==> config.mk <==
export PLATFORM = sky130hd
export DESIGN_NAME = nal_unit_start_code_scanner_top
export DESIGN_NICKNAME = d
export VERILOG_FILES = /design/src/rtl/nuscan_pkg.sv /design/src/rtl/nuscan_front.sv /design/src/rtl/nuscan_queue.sv /design/src/rtl/nuscan_back.sv /design/src/rtl/nal_unit_start_code_scanner_top.sv
export SDC_FILE = /design/constraint.sdc
export NUM_CORES = 1
export LEC_CHECK = 0
export BUFFER_PORTS_ARGS = -buffer_cell sky130_fd_sc_hd__buf_2
export CAP_MARGIN = 30
export CELL_PAD_IN_SITES_DETAIL_PLACEMENT = 1
export CELL_PAD_IN_SITES_GLOBAL_PLACEMENT = 2
export CORE_ASPECT_RATIO = 1.2
export CORE_UTILIZATION = 35
export DETAILED_ROUTE_END_ITERATION = 8
export PLACE_DENSITY = 0.65
export SLEW_MARGIN = 20
export SYNTH_ARGS = -nofsm -noshare
export SYNTH_HDL_FRONTEND = slang
export SYNTH_SLANG_ARGS = --single-unit
export TNS_END_PERCENT = 5
==> constraint.sdc <==
create_clock -name clk -period 13.8 [get_ports clk]
set_input_delay 2.07 -clock clk [delete_from_list [all_inputs] [get_ports clk]]
set_output_delay 2.07 -clock clk [all_outputs]
set_load 0.05 [all_outputs]
==> src/rtl/nuscan_pkg.sv <==
// Shared types and constants of the NAL unit start code scanner.
package nuscan_pkg;

  // Width of the byte position counter; positions wrap modulo 2**POS_BITS.
  localparam int POS_BITS   = 32;
  localparam int INDEX_BITS = 32;
  localparam int OUT_BITS   = 32;

  // Event queue between front and back.
  localparam int QDEPTH    = 4;
  localparam int QPTR_BITS = $clog2(QDEPTH);
  localparam int QCNT_BITS = $clog2(QDEPTH + 1);

  localparam logic [7:0] BYTE_ZERO = 8'h00;
  localparam logic [7:0] BYTE_ONE  = 8'h01;
  localparam logic [7:0] BYTE_IDLE = 8'hFF;

  localparam logic [2:0] PREFIX_SHORT = 3'd3;
  localparam logic [2:0] PREFIX_LONG  = 3'd4;

  // One unit record, length included.
  typedef struct packed {
    logic [POS_BITS-1:0]   start;
    logic [2:0]            prefix;
    logic [5:0]            utype;
    logic [INDEX_BITS-1:0] index;
    logic [POS_BITS-1:0]   length;
  } rec_t;

  // Everything one byte causes: a closed unit, a final unit, or both.
  typedef struct packed {
    logic has_a;
    logic has_b;
    rec_t a;
    rec_t b;
  } event_t;

  // Queue status seen by the back part.
  typedef struct packed {
    logic empty;
    logic full;
  } qstat_t;

endpackage

==> src/rtl/nuscan_front.sv <==
// Front part: byte window, start code match and open unit tracking.
module nuscan_front import nuscan_pkg::*; (
  input  logic       clk,
  input  logic       rst,
  input  logic       accept,
  input  logic [7:0] data_byte,
  input  logic       end_of_stream,
  output logic       ev_write,
  output event_t     ev
);

  logic [POS_BITS-1:0]   pos;
  logic [7:0]            win [4];
  logic [3:0]            scan;
  logic                  open_valid;
  rec_t                  open_rec;
  logic [INDEX_BITS-1:0] counter;

  logic                  match4;
  logic                  match3;
  logic                  match;
  logic [7:0]            header;
  logic [POS_BITS-1:0]   start_here;
  logic [POS_BITS-1:0]   pos_inc;
  logic                  open_valid_next;
  rec_t                  open_next;
  logic [INDEX_BITS-1:0] counter_next;

  always_comb begin
    match4 = scan[0] && win[0] == BYTE_ZERO && win[1] == BYTE_ZERO &&
             win[2] == BYTE_ZERO && win[3] == BYTE_ONE;
    match3 = scan[0] && !match4 && win[0] == BYTE_ZERO &&
             win[1] == BYTE_ZERO && win[2] == BYTE_ONE;
    match  = match4 || match3;
    header = match4 ? data_byte : win[3];
    start_here = pos - POS_BITS'(4);
    pos_inc    = pos + POS_BITS'(1);

    open_valid_next = open_valid;
    open_next       = open_rec;
    counter_next    = counter;
    if (match) begin
      open_valid_next  = 1'b1;
      open_next.start  = start_here;
      open_next.prefix = match4 ? PREFIX_LONG : PREFIX_SHORT;
      open_next.utype  = header[6:1];
      open_next.index  = counter;
      open_next.length = '0;
      counter_next     = counter + INDEX_BITS'(1);
    end

    ev.has_a    = match && open_valid;
    ev.a        = open_rec;
    ev.a.length = start_here - open_rec.start;
    ev.has_b    = end_of_stream && open_valid_next;
    ev.b        = open_next;
    ev.b.length = pos_inc - open_next.start;
    ev_write    = accept && (ev.has_a || ev.has_b);
  end

  always_ff @(posedge clk) begin
    if (rst || (accept && end_of_stream)) begin
      pos        <= '0;
      win        <= '{BYTE_IDLE, BYTE_IDLE, BYTE_IDLE, BYTE_IDLE};
      scan       <= '0;
      open_valid <= 1'b0;
      counter    <= '0;
    end else if (accept) begin
      pos        <= pos_inc;
      win        <= '{win[1], win[2], win[3], data_byte};
      scan[0]    <= scan[1] && !match;
      scan[1]    <= scan[2] && !match;
      scan[2]    <= scan[3] && !match;
      scan[3]    <= !match4;
      open_valid <= open_valid_next;
      counter    <= counter_next;
    end
  end

  always_ff @(posedge clk) begin
    if (accept) begin
      open_rec <= open_next;
    end
  end

endmodule

==> src/rtl/nuscan_queue.sv <==
// Short event queue between front and back.
module nuscan_queue import nuscan_pkg::*; (
  input  logic   clk,
  input  logic   rst,
  input  logic   write,
  input  event_t wdata,
  input  logic   read,
  output event_t rdata,
  output qstat_t stat
);

  event_t               mem [QDEPTH];
  logic [QPTR_BITS-1:0] wptr;
  logic [QPTR_BITS-1:0] rptr;
  logic [QCNT_BITS-1:0] count;
  logic                 do_write;
  logic                 do_read;

  assign stat.empty = count == '0;
  assign stat.full  = count == QCNT_BITS'(QDEPTH);
  assign do_write   = write && !stat.full;
  assign do_read    = read && !stat.empty;
  assign rdata      = mem[rptr];

  always_ff @(posedge clk) begin
    if (rst) begin
      wptr  <= '0;
      rptr  <= '0;
      count <= '0;
    end else begin
      if (do_write) wptr <= wptr + QPTR_BITS'(1);
      if (do_read) rptr <= rptr + QPTR_BITS'(1);
      case ({do_write, do_read})
        2'b10:   count <= count + QCNT_BITS'(1);
        2'b01:   count <= count - QCNT_BITS'(1);
        default: count <= count;
      endcase
    end
  end

  always_ff @(posedge clk) begin
    if (do_write) begin
      mem[wptr] <= wdata;
    end
  end

endmodule

==> src/rtl/nuscan_back.sv <==
// Back part: splits each queued event into one or two result records.
module nuscan_back import nuscan_pkg::*; (
  input  logic                clk,
  input  logic                rst,
  input  event_t              head,
  input  qstat_t              stat,
  output logic                q_read,
  input  logic                pop,
  output logic                empty,
  output logic [OUT_BITS-1:0] unit_start,
  output logic [2:0]          prefix_len,
  output logic [5:0]          unit_type,
  output logic [OUT_BITS-1:0] unit_length,
  output logic [OUT_BITS-1:0] unit_index,
  output logic                final_unit,
  output logic                run_last
);

  // second: the closed record of the head event has gone, the final one waits
  logic second;
  logic show_b;
  rec_t cur;
  logic take;

  always_comb begin
    show_b      = second || !head.has_a;
    cur         = show_b ? head.b : head.a;
    empty       = stat.empty;
    unit_start  = OUT_BITS'(cur.start);
    prefix_len  = cur.prefix;
    unit_type   = cur.utype;
    unit_length = OUT_BITS'(cur.length);
    unit_index  = OUT_BITS'(cur.index);
    final_unit  = show_b;
    run_last    = show_b || !head.has_b;
    take        = pop && !stat.empty;
    q_read      = take && run_last;
  end

  always_ff @(posedge clk) begin
    if (rst) begin
      second <= 1'b0;
    end else if (take) begin
      second <= !run_last;
    end
  end

endmodule

==> src/rtl/nal_unit_start_code_scanner_top.sv <==
// Top level of the NAL unit start code scanner.
// Scans an Annex B byte stream, one byte per transaction, for the start codes
// 00 00 00 01 and 00 00 01 and gives one record per NAL unit: start position,
// prefix length, H.265 type and length, plus its ordinal in the stream. A
// record appears once the unit's length is known, i.e. when the next start
// code has been seen (four bytes after that code's first byte) or when the
// byte flagged end_of_stream is taken; that flag also returns all state to
// the start of a new stream. A byte causes up to two records, the closed
// unit first and then the final one; run_last marks the last of them. The
// front part takes one byte every cycle while full is low: the window compare
// and the counter updates are done in the cycle of the push. Records go through a
// four-entry event queue to the back part, which delivers one record per
// pop; an event holding two records therefore needs two pops. full rises
// only while the event queue is full, so a byte is refused only when the
// result side has fallen four events behind.
module nal_unit_start_code_scanner_top import nuscan_pkg::*; (
  input  logic                clk,
  input  logic                rst,
  input  logic                push,
  output logic                full,
  input  logic [7:0]          data_byte,
  input  logic                end_of_stream,
  input  logic                pop,
  output logic                empty,
  output logic [OUT_BITS-1:0] unit_start,
  output logic [2:0]          prefix_len,
  output logic [5:0]          unit_type,
  output logic [OUT_BITS-1:0] unit_length,
  output logic [OUT_BITS-1:0] unit_index,
  output logic                final_unit,
  output logic                run_last
);

  logic   accept;
  logic   ev_write;
  event_t ev;
  event_t head;
  qstat_t stat;
  logic   q_read;

  assign full   = stat.full;
  assign accept = push && !stat.full;

  nuscan_front u_front (
    .clk           (clk),
    .rst           (rst),
    .accept        (accept),
    .data_byte     (data_byte),
    .end_of_stream (end_of_stream),
    .ev_write      (ev_write),
    .ev            (ev)
  );

  nuscan_queue u_queue (
    .clk   (clk),
    .rst   (rst),
    .write (ev_write),
    .wdata (ev),
    .read  (q_read),
    .rdata (head),
    .stat  (stat)
  );

  nuscan_back u_back (
    .clk         (clk),
    .rst         (rst),
    .head        (head),
    .stat        (stat),
    .q_read      (q_read),
    .pop         (pop),
    .empty       (empty),
    .unit_start  (unit_start),
    .prefix_len  (prefix_len),
    .unit_type   (unit_type),
    .unit_length (unit_length),
    .unit_index  (unit_index),
    .final_unit  (final_unit),
    .run_last    (run_last)
  );

  // A final record always closes the run of its byte.
  a_final_is_last: assert property (@(posedge clk) disable iff (rst)
    (!empty && final_unit) |-> run_last)
    else $error("final record not marked as last of its run");

  // Every record shown carries a legal prefix length.
  a_prefix_len: assert property (@(posedge clk) disable iff (rst)
    !empty |-> (prefix_len == PREFIX_SHORT || prefix_len == PREFIX_LONG))
    else $error("record with bad prefix length");

  // A refused byte never enters the queue.
  a_no_write_when_full: assert property (@(posedge clk) disable iff (rst)
    full |-> !ev_write)
    else $error("event written while queue full");

  // After reset nothing waits on the result side.
  a_empty_after_reset: assert property (@(posedge clk) disable iff (rst)
    $fell(rst) |-> empty)
    else $error("results pending after reset");

endmodule
=== Yosys cells after proc, flatten, opt, wreduce, memory -nomap -nowiden ===
Memory sizes are Yosys's and may differ from the RTL's. A register that Yosys moved wholly into a read port is not among the register bits.
Index checks and enable logic that the tools add are counted.

* Word-level logic and storage cells: 79
* Memories kept: 1
* Output and inout port bits: 109
* Bits in writable memories: 848
* Bits in registers: 182

{| class="wikitable"
|+ Memory list
! name !! words !! bits a word !! rd ports !! clocked after Yosys merged registers in !! write ports !! line !! source
|-
| u_queue.mem || 4 || 212 || 1 || 1 || 1 || nuscan_queue.sv:12 || <nowiki>event_t mem [QDEPTH];</nowiki>
|}

* Eq/ne operators: 5
* Reductions and logical operators: 38
* Mux-type cells: 10
* Add/subtract/negate cells: 9

{| class="wikitable"
|+ Operator list
! kind !! count
|-
| 105-bit 2-to-1 mux || 2
|-
| 32-bit by 1-bit adder with 32-bit output (second input constant) || 2
|-
| 32-bit subtractor || 2
|-
| 32-bit by 3-bit subtractor with 32-bit output (second input constant) || 1
|-
| 8-bit zero test || 3
|-
| 1-bit logical AND || 20
|-
| 8-bit by 1-bit equality test with 1-bit output (second input constant) || 2
|-
| 1-bit zero test || 7
|-
| 7-bit 2-to-1 mux || 1
|-
| 3-bit one-hot mux with 2 select lines || 1
|-
| 1-bit logical OR || 5
|-
| 2-bit by 1-bit adder with 2-bit output (second input constant) || 2
|-
| 2-bit 2-to-1 mux || 2
|-
| 3-bit by 1-bit adder with 3-bit output (second input constant) || 1
|-
| 3-bit equality test (second input constant) || 1
|-
| 3-bit zero test || 1
|-
| 1-bit 2-to-1 mux || 3
|-
| 3-bit 2-to-1 mux || 1
|-
| 3-bit by 1-bit subtractor with 3-bit output (second input constant) || 1
|-
| 2-bit by 1-bit equality test with 1-bit output (second input constant) || 1
|-
| 2-bit equality test (second input constant) || 1
|-
| 2-bit AND reduction || 1
|-
| 2-bit nonzero test || 1
|}

=== Longest topological paths before layout ===
Gate-level depths: netlist of run 1.

* Depth after elaboration: 18
* Depth in mapped cells: 21
* Depth with buffers taken out: 17

=== Cells and area by module ===
A second synthesis of run 1 with hierarchy kept.

* Cell total of the unflattened synthesis: 2708
* Area, all modules: 44252.4 um^2

{| class="wikitable"
|+ Modules (own cells, without submodules)
! module !! cells each !! area an instance (um^2) !! instances !! seq. area each (um^2)
|-
| nuscan_queue || 1162 || 31079.8 || 1 || 25644.6
|-
| nuscan_front || 1418 || 11723.7 || 1 || 4214.0
|-
| nuscan_back || 127 || 1435.1 || 1 || 20.0
|-
| nal_unit_start_code_scanner_top || 1 || 13.8 || 1 || 0.0
|}

=== Least setup slack after synthesis of run 1 ===
OpenSTA, ideal clock, no wires.

* Kind: input to register
* Start point: in push
* End point: mem u_queue.mem[0][0] (netlist bit), enable pin
* Data arrival time: 7576 ps
* Stages on the path: 4
* Library setup time: 599 ps
* Required time: 13201 ps
* Slack: 5625 ps
* Cells stage by stage: nand2b_1 clkbuf_1 a21oi_1 and2_1

* Word-level cells in the longest chain between the ends: 5

{| class="wikitable"
|+ Ends and longest elaborated chain
! what !! line !! source
|-
| start, declared || nal_unit_start_code_scanner_top.sv:19 || <nowiki>input logic push,</nowiki>
|-
| 1-bit logical AND || nal_unit_start_code_scanner_top.sv:42 || <nowiki>assign accept = push && !stat.full;</nowiki>
|-
| 1-bit logical AND || nuscan_front.sv:58 || <nowiki>ev_write = accept && (ev.has_a || ev.has_b);</nowiki>
|-
| 1-bit logical AND || nuscan_queue.sv:21 || <nowiki>assign do_write = write && !stat.full;</nowiki>
|-
| 1-bit 2-to-1 mux || nuscan_queue.sv:42 || <nowiki>if (do_write) begin</nowiki>
|-
| 1-bit 2-to-1 mux (not written as such) || nuscan_queue.sv:43 || <nowiki>mem[wptr] <= wdata;</nowiki>
|-
| end, declared || nuscan_queue.sv:12 ||
|}

No other way between the ends.

==> flow_summary.ini, run 1 <==
[cts]
clkLatencyLatePin_ns = 0.73
cts.path.max_buffers = 3
clk_pin_slew_ns = 0.06
cts_resized = 0
h-tree-depth = 3
cts_buffers = 106
cts_tree = built
root_buffer = clkbuf_16
cts_setup_buffers = 0
clock_sinks = 1032
holdBufCountCts = 0

[finish]
area_growth_syn_to_layout_pct = 14.02
regArea_sq_mm = 0.02989
layout_common_cells = edfxtp_1, nand2_1, mux4_2
diodes = 0
final_common_cell = edfxtp_1
fin_nets = 2965
fillCellCount = 12380
final_layout_size_suffix_gt1_share_pct = 24.07
multi_input_area_sq_mm = 0.01354

[global_routing]
antenna_found_initial = 1
grt_pass1_wl_mm = 164.8
track_usage_pct = 17.06
grt_pass1_vias = 26040
grt_max_degree = 107
grt_overflow_total = 0

[setup_path]
worst_ep_arrival_time_ns = 5.08
rrSetupSlack_ns = 7.60
crit_chain = mux4_2, nand2b_4, buf_4, buf_4, buf_16, mux4_2, mux2_2, buf_2
crit_path_start_kind = register
r2r-end = u_queue.mem[2][29]$_DFFE_PP_
critPathSlowestCell = buf_4
ff2ff_path_depth = 16
path_max_fanout = 58
end_kind = output pin
path_delay_family = buffers and inverters
slowest_delay_ns = 0.83
crit_type = reg -> out
path_depth = 8
r2r-start = u_front.win[10]$_SDFFE_PP1P_
cp-endpoint = unit_start[7]
required_ns = 11.73
path_buf_inv = 4

[timing]
relSlewSlack_pct = 30.63
worst_pin_slew_ns = 1.031
hold_viol_final = 0
fin_crit_sh_pct = 51.82
max_freq_ghz = 0.1398
setup_viol = 0
drv_slew = 0
rsz0062_at_grt = no
fin_worst_skew_ns = 0.03955
fin_crit_ns = 7.152
tns_ns = 0

[yosys]
synth_area_per_cell_sq_um = 16.09
synthArstFlopShare_pct = 0
yosys_warnings = 0
synth_nets = 2827
synth_ff_type = edfxtp_1
netlist-cell-type-count = 89
synth_cells = 2754
ys_ff_latch = 1032
synth_edf_count = 921
synthesis.area_sq_mm = 0.04431
ys_seq_area_share_pct = 67.43

[status]
status = finished clean

[power_and_ir_drop]
power.density_mw_per_mm2 = 129.8
vdd_drop_max_v = 0.00009487
p_leak_uw = 0.01653
power_uw = 6558

[route]
routedWlPerCell_microns = 23.21
antenna_violating_nets_post_route = 0
dr.pass1.iters = 4
drc = 0
viasPerCell = 5.121
vias = 23760
dr.first_iter.drc_count = 1322
totalWireLength_mm = 107.7

[floorplanning]
fp.dieH_microns = 391.8
io_pins = 122
start_util_pct = 35.37
core_sq_mm = 0.1253
die_x_microns = 326.8
die_area_sq_mm = 0.1280
rows = 142

[placement]
io_buffers = 121
routabilityCongestion = 0.7847
dp_hpwl_mm = 68.15

[run]
maxCapViolCount = 0

[hold_path]
min_path_type = reg -> reg
-- area by class of cell --
class | instances | share of cell area, %
multi-input combinational | 1490 | 26.80
clock buffer | 127 | 5.506
inverter | 97 | 0.7306
sequential | 1032 | 59.16
clock inverter | 72 | 1.575
tap | 1656 | 4.101
timing repair buffer | 165 | 2.125
-- worst min-delay path by stage --
stage / depth (start not counted) / startpoint / to / slack [ns]
2_1_floorplan: 2 / u_front.scan[0]$_SDFFE_PP0P_ / u_front.scan[0]$_SDFFE_PP0P_ / 0.43
3_3_place_gp: 2 / u_front.scan[2]$_SDFFE_PP0P_ / u_front.scan[2]$_SDFFE_PP0P_ / 0.44
6_report: 2 / u_front.scan[1]$_SDFFE_PP0P_ / u_front.scan[1]$_SDFFE_PP0P_ / 0.45
3_5_place_dp: 2 / u_front.scan[2]$_SDFFE_PP0P_ / u_front.scan[2]$_SDFFE_PP0P_ / 0.45
5_1_grt: 2 / u_front.scan[2]$_SDFFE_PP0P_ / u_front.scan[2]$_SDFFE_PP0P_ / 0.47
4_1_cts: 2 / u_front.scan[2]$_SDFFE_PP0P_ / u_front.scan[2]$_SDFFE_PP0P_ / 0.45
-- synthesized netlist by cell type (7+ instances only) --
master	count	area (sq um)
clkbuf_1	93	349.1
nor4_1	8	50.05
and2_1	16	100.1
mux2_2	107	1205
nor2b_1	10	62.56
or3_1	29	181.4
ha_1	57	713.2
inv_1	95	356.6
nand2b_1	14	87.58
nor2_1	137	514.2
nand2_1	248	930.9
a21boi_0	9	67.56
o41ai_1	8	70.07
o21ai_0	51	255.2
nor3_1	27	135.1
or4_1	8	60.06
maj3_1	15	150.1
buf_1	24	90.09
buf_2	11	55.05
edfxtp_1	921	27660
and4_1	7	61.31
xor2_1	75	656.9
nand4_1	22	137.6
dfxtp_1	111	2222
o21a_1	9	67.56
a21oi_1	89	445.4
o31ai_1	8	60.06
or2_2	13	81.33
xnor2_1	89	779.5
mux4_2	212	4775
nand3_1	69	345.3
and3_1	14	87.58
mux2i_1	8	80.08
a21o_1	24	180.2
-- flip-flops by register name (all words and copies together), names as in the netlist, named ones only --
signal,flops
u_queue.rptr,2
u_front.counter,32
u_front.ev,73
u_back.second,1
u_queue.mem,848
u_queue.wptr,2
u_front.open_valid,1
u_front.win,32
u_queue.count,3
u_front.pos,32
u_front.scan,4
-- where the power goes --
part	internal [uW]	switching (uW)	leakage [uW]
Sequential	3430	24.4	0.00924
Clock	1690	1230	0.00175
Combinational	50.0	128	0.00554
Total	5170	1390	0.0165
-- worst reg2reg max path, delay by kind of cell, from the launching register on --
kind	cells	cell delay [ns]
AND/OR/NAND/NOR	7	2.69
AO/OA/AOI/OAI	8	2.58
adder cells (fa/ha/maj)	1	0.29
flip-flops	1	0.32
-- cell families after synthesis --
group	Yosys count	share of synthesized area [%]
muxes	327	13.68
buffers and inverters	232	2.070
AOI/OAI and AO/OA	266	4.078
adders and majority gates	75	2.084
DFF	1032	67.43
and+or+nand+nor	657	7.381
xor gates and xnor gates	165	3.278
-- per-stage QoR --
| step | setup slack, ns | util [%] | area [sq um] | cells | hold WS (ns) |
|---|---|---|---|---|---|
| finish | 6.648 | 40.33 | 50520 | 4639 | 0.4550 |
| global route | 6.370 | 40.33 | 50520 | 4639 | 0.4705 |
| CTS | 5.942 | 40.18 | 50320 | 4630 | 0.4538 |
| detailed placement | 6.773 | 37.32 | 46750 | 4431 | 0.4454 |
| global placement | 6.889 | 37.32 | 46740 | 4430 | 0.4421 |
| floorplan | 5.625 | - | 44310 | 2754 | 0.4270 |
-- metal layers --
layer / wire length, microns / up-vias / GRT usage (%) / share of wire [%]
li1: - / 10900 / - / -
met1: 46530 / 12410 / 21.49 / 43
met2: 55720 / 308 / 30.26 / 52
met3: 2824 / 145 / 2.169 / 2.6
met4: 2602 / 0 / 5.582 / 2.4
met5: 0 / - / 0 / 0
No activity file was read; power rests on OpenSTA's default activity.
==> run 2, diff against run 1 <==
Settings changed: PLACE_DENSITY 0.65 to 0.68.
Clock period 13.8 ns to 6 ns, I/O delays scaled along.
==> run 2 against run 1 <==
  * Routed wire length is 0.31% higher
  * Sequential share of layout area is 0.41 points lower
  * Combinational power is 130% higher
  * Global-route usage is essentially flat
  * Clock skew grew 0.019 ns
  * Largest cell class unchanged
  * Highest routed layer is now met5
==> flow_summary.ini, run 2 (same netlist as run 1, synthesis figures left out) <==
[status]
status = finished clean

[cts]
cts_setup_buffers = 0
cts.path.max_buffers = 3
clk_pin_slew_ns = 0.06
cts_tree = built
clock_sinks = 1032
clkLatencyLatePin_ns = 0.75
cts_resized = 0
root_buffer = clkbuf_16
holdBufCountCts = 0
cts_buffers = 105
h-tree-depth = 3

[placement]
routabilityCongestion = 0.8202
io_buffers = 121
dp_hpwl_mm = 70.34
place_area_sq_mm = 0.04719

[power_and_ir_drop]
p_sw_uw = 3237
vdd_drop_max_v = 0.0002496
p_comb_share_pct = 2.7
switching_share_pct = 21.29
seqPwrFrac_pct = 52.3
clkPwrFrac_pct = 44.9
power.density_mw_per_mm2 = 298.8
p_leak_uw = 0.01691
p_int_uw = 11970

[global_routing]
grt_max_degree = 124
track_usage_pct = 17.06
grt_pass1_wl_mm = 164.6
grt_pass1_vias = 26530
antenna_found_initial = 3
grt_overflow_total = 0

[route]
vias = 23850
dr.first_iter.drc_count = 1179
dr.pass1.iters = 5
totalWireLength_mm = 108.0
drc = 0
routedWlPerCell_microns = 23.18
antenna_violating_nets_post_route = 0
viasPerCell = 5.120

[setup_path]
required_ns = 6.50
end_kind = register
crit_type = reg -> reg
path_max_fanout = 21
crit_path_start_kind = register
worst_ep_arrival_time_ns = 5.88

[timing]
fin_worst_skew_ns = 0.05863
fin_crit_sh_pct = 89.81
hold_viol_final = 0
fin_crit_ns = 5.389
rsz0062_at_grt = no
worst_pin_slew_ns = 0.9384
relSlewSlack_pct = 37.44
drv_slew = 0
tns_ns = 0
setup_viol = 0
max_freq_ghz = 0.1856

[floorplanning]
io_pins = 122
core_sq_mm = 0.1253
die_area_sq_mm = 0.1280
fp.dieH_microns = 391.8
rows = 142
start_util_pct = 35.37
die_x_microns = 326.8

[finish]
final_layout_size_suffix_gt1_share_pct = 24.84
largest_register = u_queue.mem
fin_nets = 2983
final_cell_area_sq_mm = 0.05087
final_util_pct = 40.62
diodes = 0
area_growth_syn_to_layout_pct = 14.82
fillCellCount = 12450
final_common_cell = edfxtp_1
layout_common_cells = edfxtp_1, nand2_1, mux4_2
largest_register_ffs = 848

[hold_path]
min_path_type = in -> reg

[run]
maxCapViolCount = 0
==> run 2: cell types whose count changed in the layout (fill, tap and decap cells not counted), moves of 2 or more <==
cell	previous run	this run
clkinv_4	1	6
buf_4	33	42
clkinv_1	18	12
clkinvlp_4	5	8
clkinv_2	25	19
buf_16	4	0
buf_12	5	20
clkbuf_1	16	14
clkbuf_8	5	12
inv_8	0	2
clkinv_8	2	0
inv_6	6	4
==> run 2: path summary, 6_finish.rpt <==
| kind | from | to | slack, ns | cells past startpoint |
|---|---|---|---|---|
| worst max-delay path | u_front.win[1]$_SDFFE_PP1P_ | u_queue.mem[1][30]$_DFFE_PP_ | 0.61 | 14 |
| worst max register to register | u_front.win[1]$_SDFFE_PP1P_ | u_queue.mem[1][30]$_DFFE_PP_ | 0.61 | 14 |
| worst min register to register | u_front.scan[0]$_SDFFE_PP0P_ | u_front.scan[0]$_SDFFE_PP0P_ | 0.46 | 2 |
| worst min-delay path | data_byte[0] | u_front.win[0]$_SDFFE_PP1P_ | 0.43 | 3 |
==> run 2: power groups by stage <==
stage / combinational (uW) / sequential (uW) / clock, uW
global placement: 406 / 8100 / 0
global route: 464 / 7960 / 7250
CTS: 426 / 7950 / 7030
finish: 417 / 7950 / 6830
detailed placement: 423 / 8110 / 0
floorplan: 264 / 8080 / 0
==> run 2: through the flow <==
step	cells	setup slack [ns]	total power (uW)	hold slack (ns)
after floorplan	2754	-1.439	8346	0.4270
after global placement	4458	0.7252	8505	0.4402
after global routing	4659	0.2463	15670	0.4267
final	4659	0.6115	15200	0.4317
after CTS	4658	0.5512	15410	0.3731
after detailed placement	4458	0.6427	8531	0.4474
==> run 2: area by class of cell <==
cell class                 count  area, sq um  area share, %
clock buffer                 132         2870          5.642
clock inverter                68        810.8          1.594
inverter                      97        366.6         0.7206
multi-input combinational   1490        13540          26.62
sequential                  1032        29890          58.75
tap                         1656         2072          4.073
timing repair buffer         184         1326          2.607
==> run 2: worst max-delay path: stages, from the launching register on <==
cell	delay (ns)
dfxtp_1	0.35
nor4b_2	0.38
a21oi_2	0.28
or4_4	0.76
or2_2	0.35
o21ai_0	0.11
ha_1	0.34
a21o_1	0.21
maj3_1	0.36
maj3_1	0.39
a2111oi_2	0.59
nor4b_2	0.17
o21ai_2	0.40
o31ai_2	0.13
xor2_1	0.27
==> run 2: layer usage <==
metal | up-vias | global-route usage, % | part of all wire [%]
li1 | 10930 | - | -
met1 | 12450 | 20.29 | 41
met2 | 318 | 31.06 | 53
met3 | 151 | 2.659 | 3.0
met4 | 4 | 5.998 | 2.8
met5 | - | 0 | 0.031
==> run 3, diff against run 2 <==
Settings changed: PLACE_DENSITY 0.68 to 0.67, SKIP_CTS_REPAIR_TIMING from default to 1, SYNTH_HIERARCHICAL from default to 1.
==> run 3 against run 2 <==
  * Fmax decreased by 0.78%
  * Count of clock-buffer cells in the layout increased by 3
  * Via count hardly changed
  * Sequential share of layout area up 0.45 points
  * Design area decreased by 0.76%
  * Combinational power is 7.2% lower
  * Sequential cell count unchanged
==> flow_summary.ini, run 3 <==
[route]
routedWlPerCell_microns = 23.17
antenna_violating_nets_post_route = 0
dr.first_iter.drc_count = 1364
viasPerCell = 5.160
vias = 23830
dr.pass1.iters = 4
totalWireLength_mm = 107.0
drc = 0

[yosys]
synth_area_leaders = edfxtp_1, mux4_2, dfxtp_1, mux2_2, nand2_1
yosys_warnings = 6
ys_top_cells_by_count = edfxtp_1, nand2_1, mux4_2
synth_nets = 2779
synth_edf_count = 921
synth_ff_type = edfxtp_1
synth_area_per_cell_sq_um = 16.34
synth_cells = 2708
synth_top_area_cell = edfxtp_1
netlist-cell-type-count = 75
synthesis.area_sq_mm = 0.04425
synthArstFlopShare_pct = 0
yosysMostFrequentCell = edfxtp_1
ys_seq_area_share_pct = 67.52
ys_ff_latch = 1032
synth_top_area_share_pct = 62.50

[timing]
fin_crit_ns = 5.431
setup_slack_ns = 0.5689
setup_viol = 0
hold_viol_final = 0
worst_pin_slew_ns = 0.9463
rsz0062_at_grt = no
fin_crit_sh_pct = 90.52
fin_worst_skew_ns = 0.04788
max_freq_ghz = 0.1841
relSlewSlack_pct = 36.62
drv_slew = 0

[finish]
largest_register = u_queue/mem
final_util_pct = 40.37
final_layout_size_suffix_gt1_share_pct = 23.44
layout_common_cells = edfxtp_1, nand2_1, mux4_2
final_common_cell = edfxtp_1
largest_register_ffs = 848
fin_nets = 2945
area_growth_syn_to_layout_pct = 14.09

[status]
status = finished clean

[cts]
cts_tree = built
root_buffer = clkbuf_16
clk_pin_slew_ns = 0.06
clkLatencyLatePin_ns = 0.74
cts_buffers = 105
h-tree-depth = 3
cts.path.max_buffers = 3
clock_sinks = 1032

[setup_path]
path_buf_inv = 1
slowest_delay_ns = 0.61
required_ns = 6.48
crit_path_start_kind = register
path_depth = 16
rrSetupSlack_ns = 0.57
cp-endpoint = u_queue/mem[1][136]$_DFFE_PP_
r2r-start = u_front/pos[2]$_SDFFE_PP0P_
path_max_fanout = 7
crit_type = reg -> reg
path_delay_family = simple AND/OR/NAND/NOR gates
ff2ff_path_depth = 16
worst_ep_arrival_time_ns = 5.91
r2r-end = u_queue/mem[1][136]$_DFFE_PP_
crit_chain = inv_1, ha_1, or4b_1, nor3_1, nand4b_1, xnor2_1, ha_1, a21oi_1, nand3_1, a211oi_1, a221oi_1, a211o_1, nor3_1, o31ai_1, o41a_1, xnor2_1
crit_start = u_front/pos[2]$_SDFFE_PP0P_
end_kind = register
critPathSlowestCell = or4b_1

[floorplanning]
die_area_sq_mm = 0.1279
io_pins = 122
rows = 142
die_x_microns = 326.6
core_sq_mm = 0.1251
start_util_pct = 35.38
fp.dieH_microns = 391.5

[run]
maxCapViolCount = 0

[placement]
pre_cts_slack_ns = 0.3695
io_buffers = 121
dp_hpwl_mm = 68.14
routabilityCongestion = 0.8167

[global_routing]
track_usage_pct = 16.84
grt_overflow_total = 0
antenna_found_initial = 7
grt_max_degree = 121
grt_pass1_wl_mm = 162.8
grt_pass1_vias = 26160

[hold_path]
min_path_type = in -> reg
hold_depth = 3

[power_and_ir_drop]
power.density_mw_per_mm2 = 295.9
power_uw = 14940
p_leak_uw = 0.01657
vdd_drop_max_v = 0.0002105
-- run 3: cell types whose count changed after synthesis, moves of 19 or more --
cell / change
mux2i_1: +35
buf_2: +19
nand2_1: -29
buf_1: -21
clkbuf_1: -34
mux2_2: -19
buf_6: +20
-- run 3: per-stage QoR --
step | cell area [sq um] | std cells | TNS, ns | hold slack [ns]
6_report | 50490 | 4618 | 0 | 0.3995
5_1_grt | 50490 | 4617 | 0 | 0.3849
4_1_cts | 50480 | 4616 | 0 | 0.3335
3_5_place_dp | 46970 | 4422 | 0 | 0.4530
3_3_place_gp | 46940 | 4421 | 0 | 0.4520
2_1_floorplan | 44260 | 2708 | -459.53 | 0.4327
-- run 3: kinds of logic after synthesis --
family | Yosys count | share of synthesized area (%)
compound gates | 239 | 3.404
xor+xnor | 174 | 3.444
fa+ha+maj | 74 | 2.056
buf+inv | 229 | 2.545
flops | 1032 | 67.52
mux | 362 | 14.63
simple gates | 598 | 6.398
-- run 3: worst min-delay path by stage --
stage                                 start                            to
3_3_place_gp   u_front/win[31]$_SDFFE_PP1P_  u_front/win[31]$_SDFFE_PP1P_
2_1_floorplan  u_front/win[31]$_SDFFE_PP1P_  u_front/win[31]$_SDFFE_PP1P_
3_5_place_dp   u_front/scan[0]$_SDFFE_PP0P_  u_front/scan[0]$_SDFFE_PP0P_
5_1_grt                        data_byte[7]   u_front/win[7]$_SDFFE_PP1P_
4_1_cts                        data_byte[7]   u_front/win[7]$_SDFFE_PP1P_
6_report                       data_byte[7]   u_front/win[7]$_SDFFE_PP1P_
-- run 3: layout make-up --
cell class	count	area (sq um)
Fill cell	12480	74590
Sequential cell	1032	29890
Multi-Input combinational cell	1447	13280
Clock buffer	135	2841
Tap cell	1656	2072
Timing Repair Buffer	185	1354
Clock inverter	59	670.6
Inverter	103	386.6
Antenna cell	1	2.502
-- run 3: worst reg2reg max path, cell delays in order, from the launching register on --
cell,delay [ns]
dfxtp_1,0.38
inv_1,0.16
ha_1,0.23
or4b_1,0.62
nor3_1,0.54
nand4b_1,0.20
xnor2_1,0.36
ha_1,0.35
a21oi_1,0.35
nand3_1,0.11
a211oi_1,0.23
a221oi_1,0.15
a211o_1,0.38
nor3_1,0.24
o31ai_1,0.17
o41a_1,0.34
xnor2_1,0.38
-- run 3: metal layers --
layer	vias to the layer above	track usage (%)	routed length (microns)
met4	4	5.565	2685
met3	161	2.735	3761
met2	368	29.28	54030
met1	12550	21.31	46500
met5	-	0	26
li1	10750	-	-
-- run 3: where the power goes --
group / total [uW] / switching (uW) / internal (uW)
sequential: 7930 / 44.6 / 7880
combinational: 387 / 275 / 112
clock: 6630 / 2830 / 3800
total: 14900 / 3140 / 11800
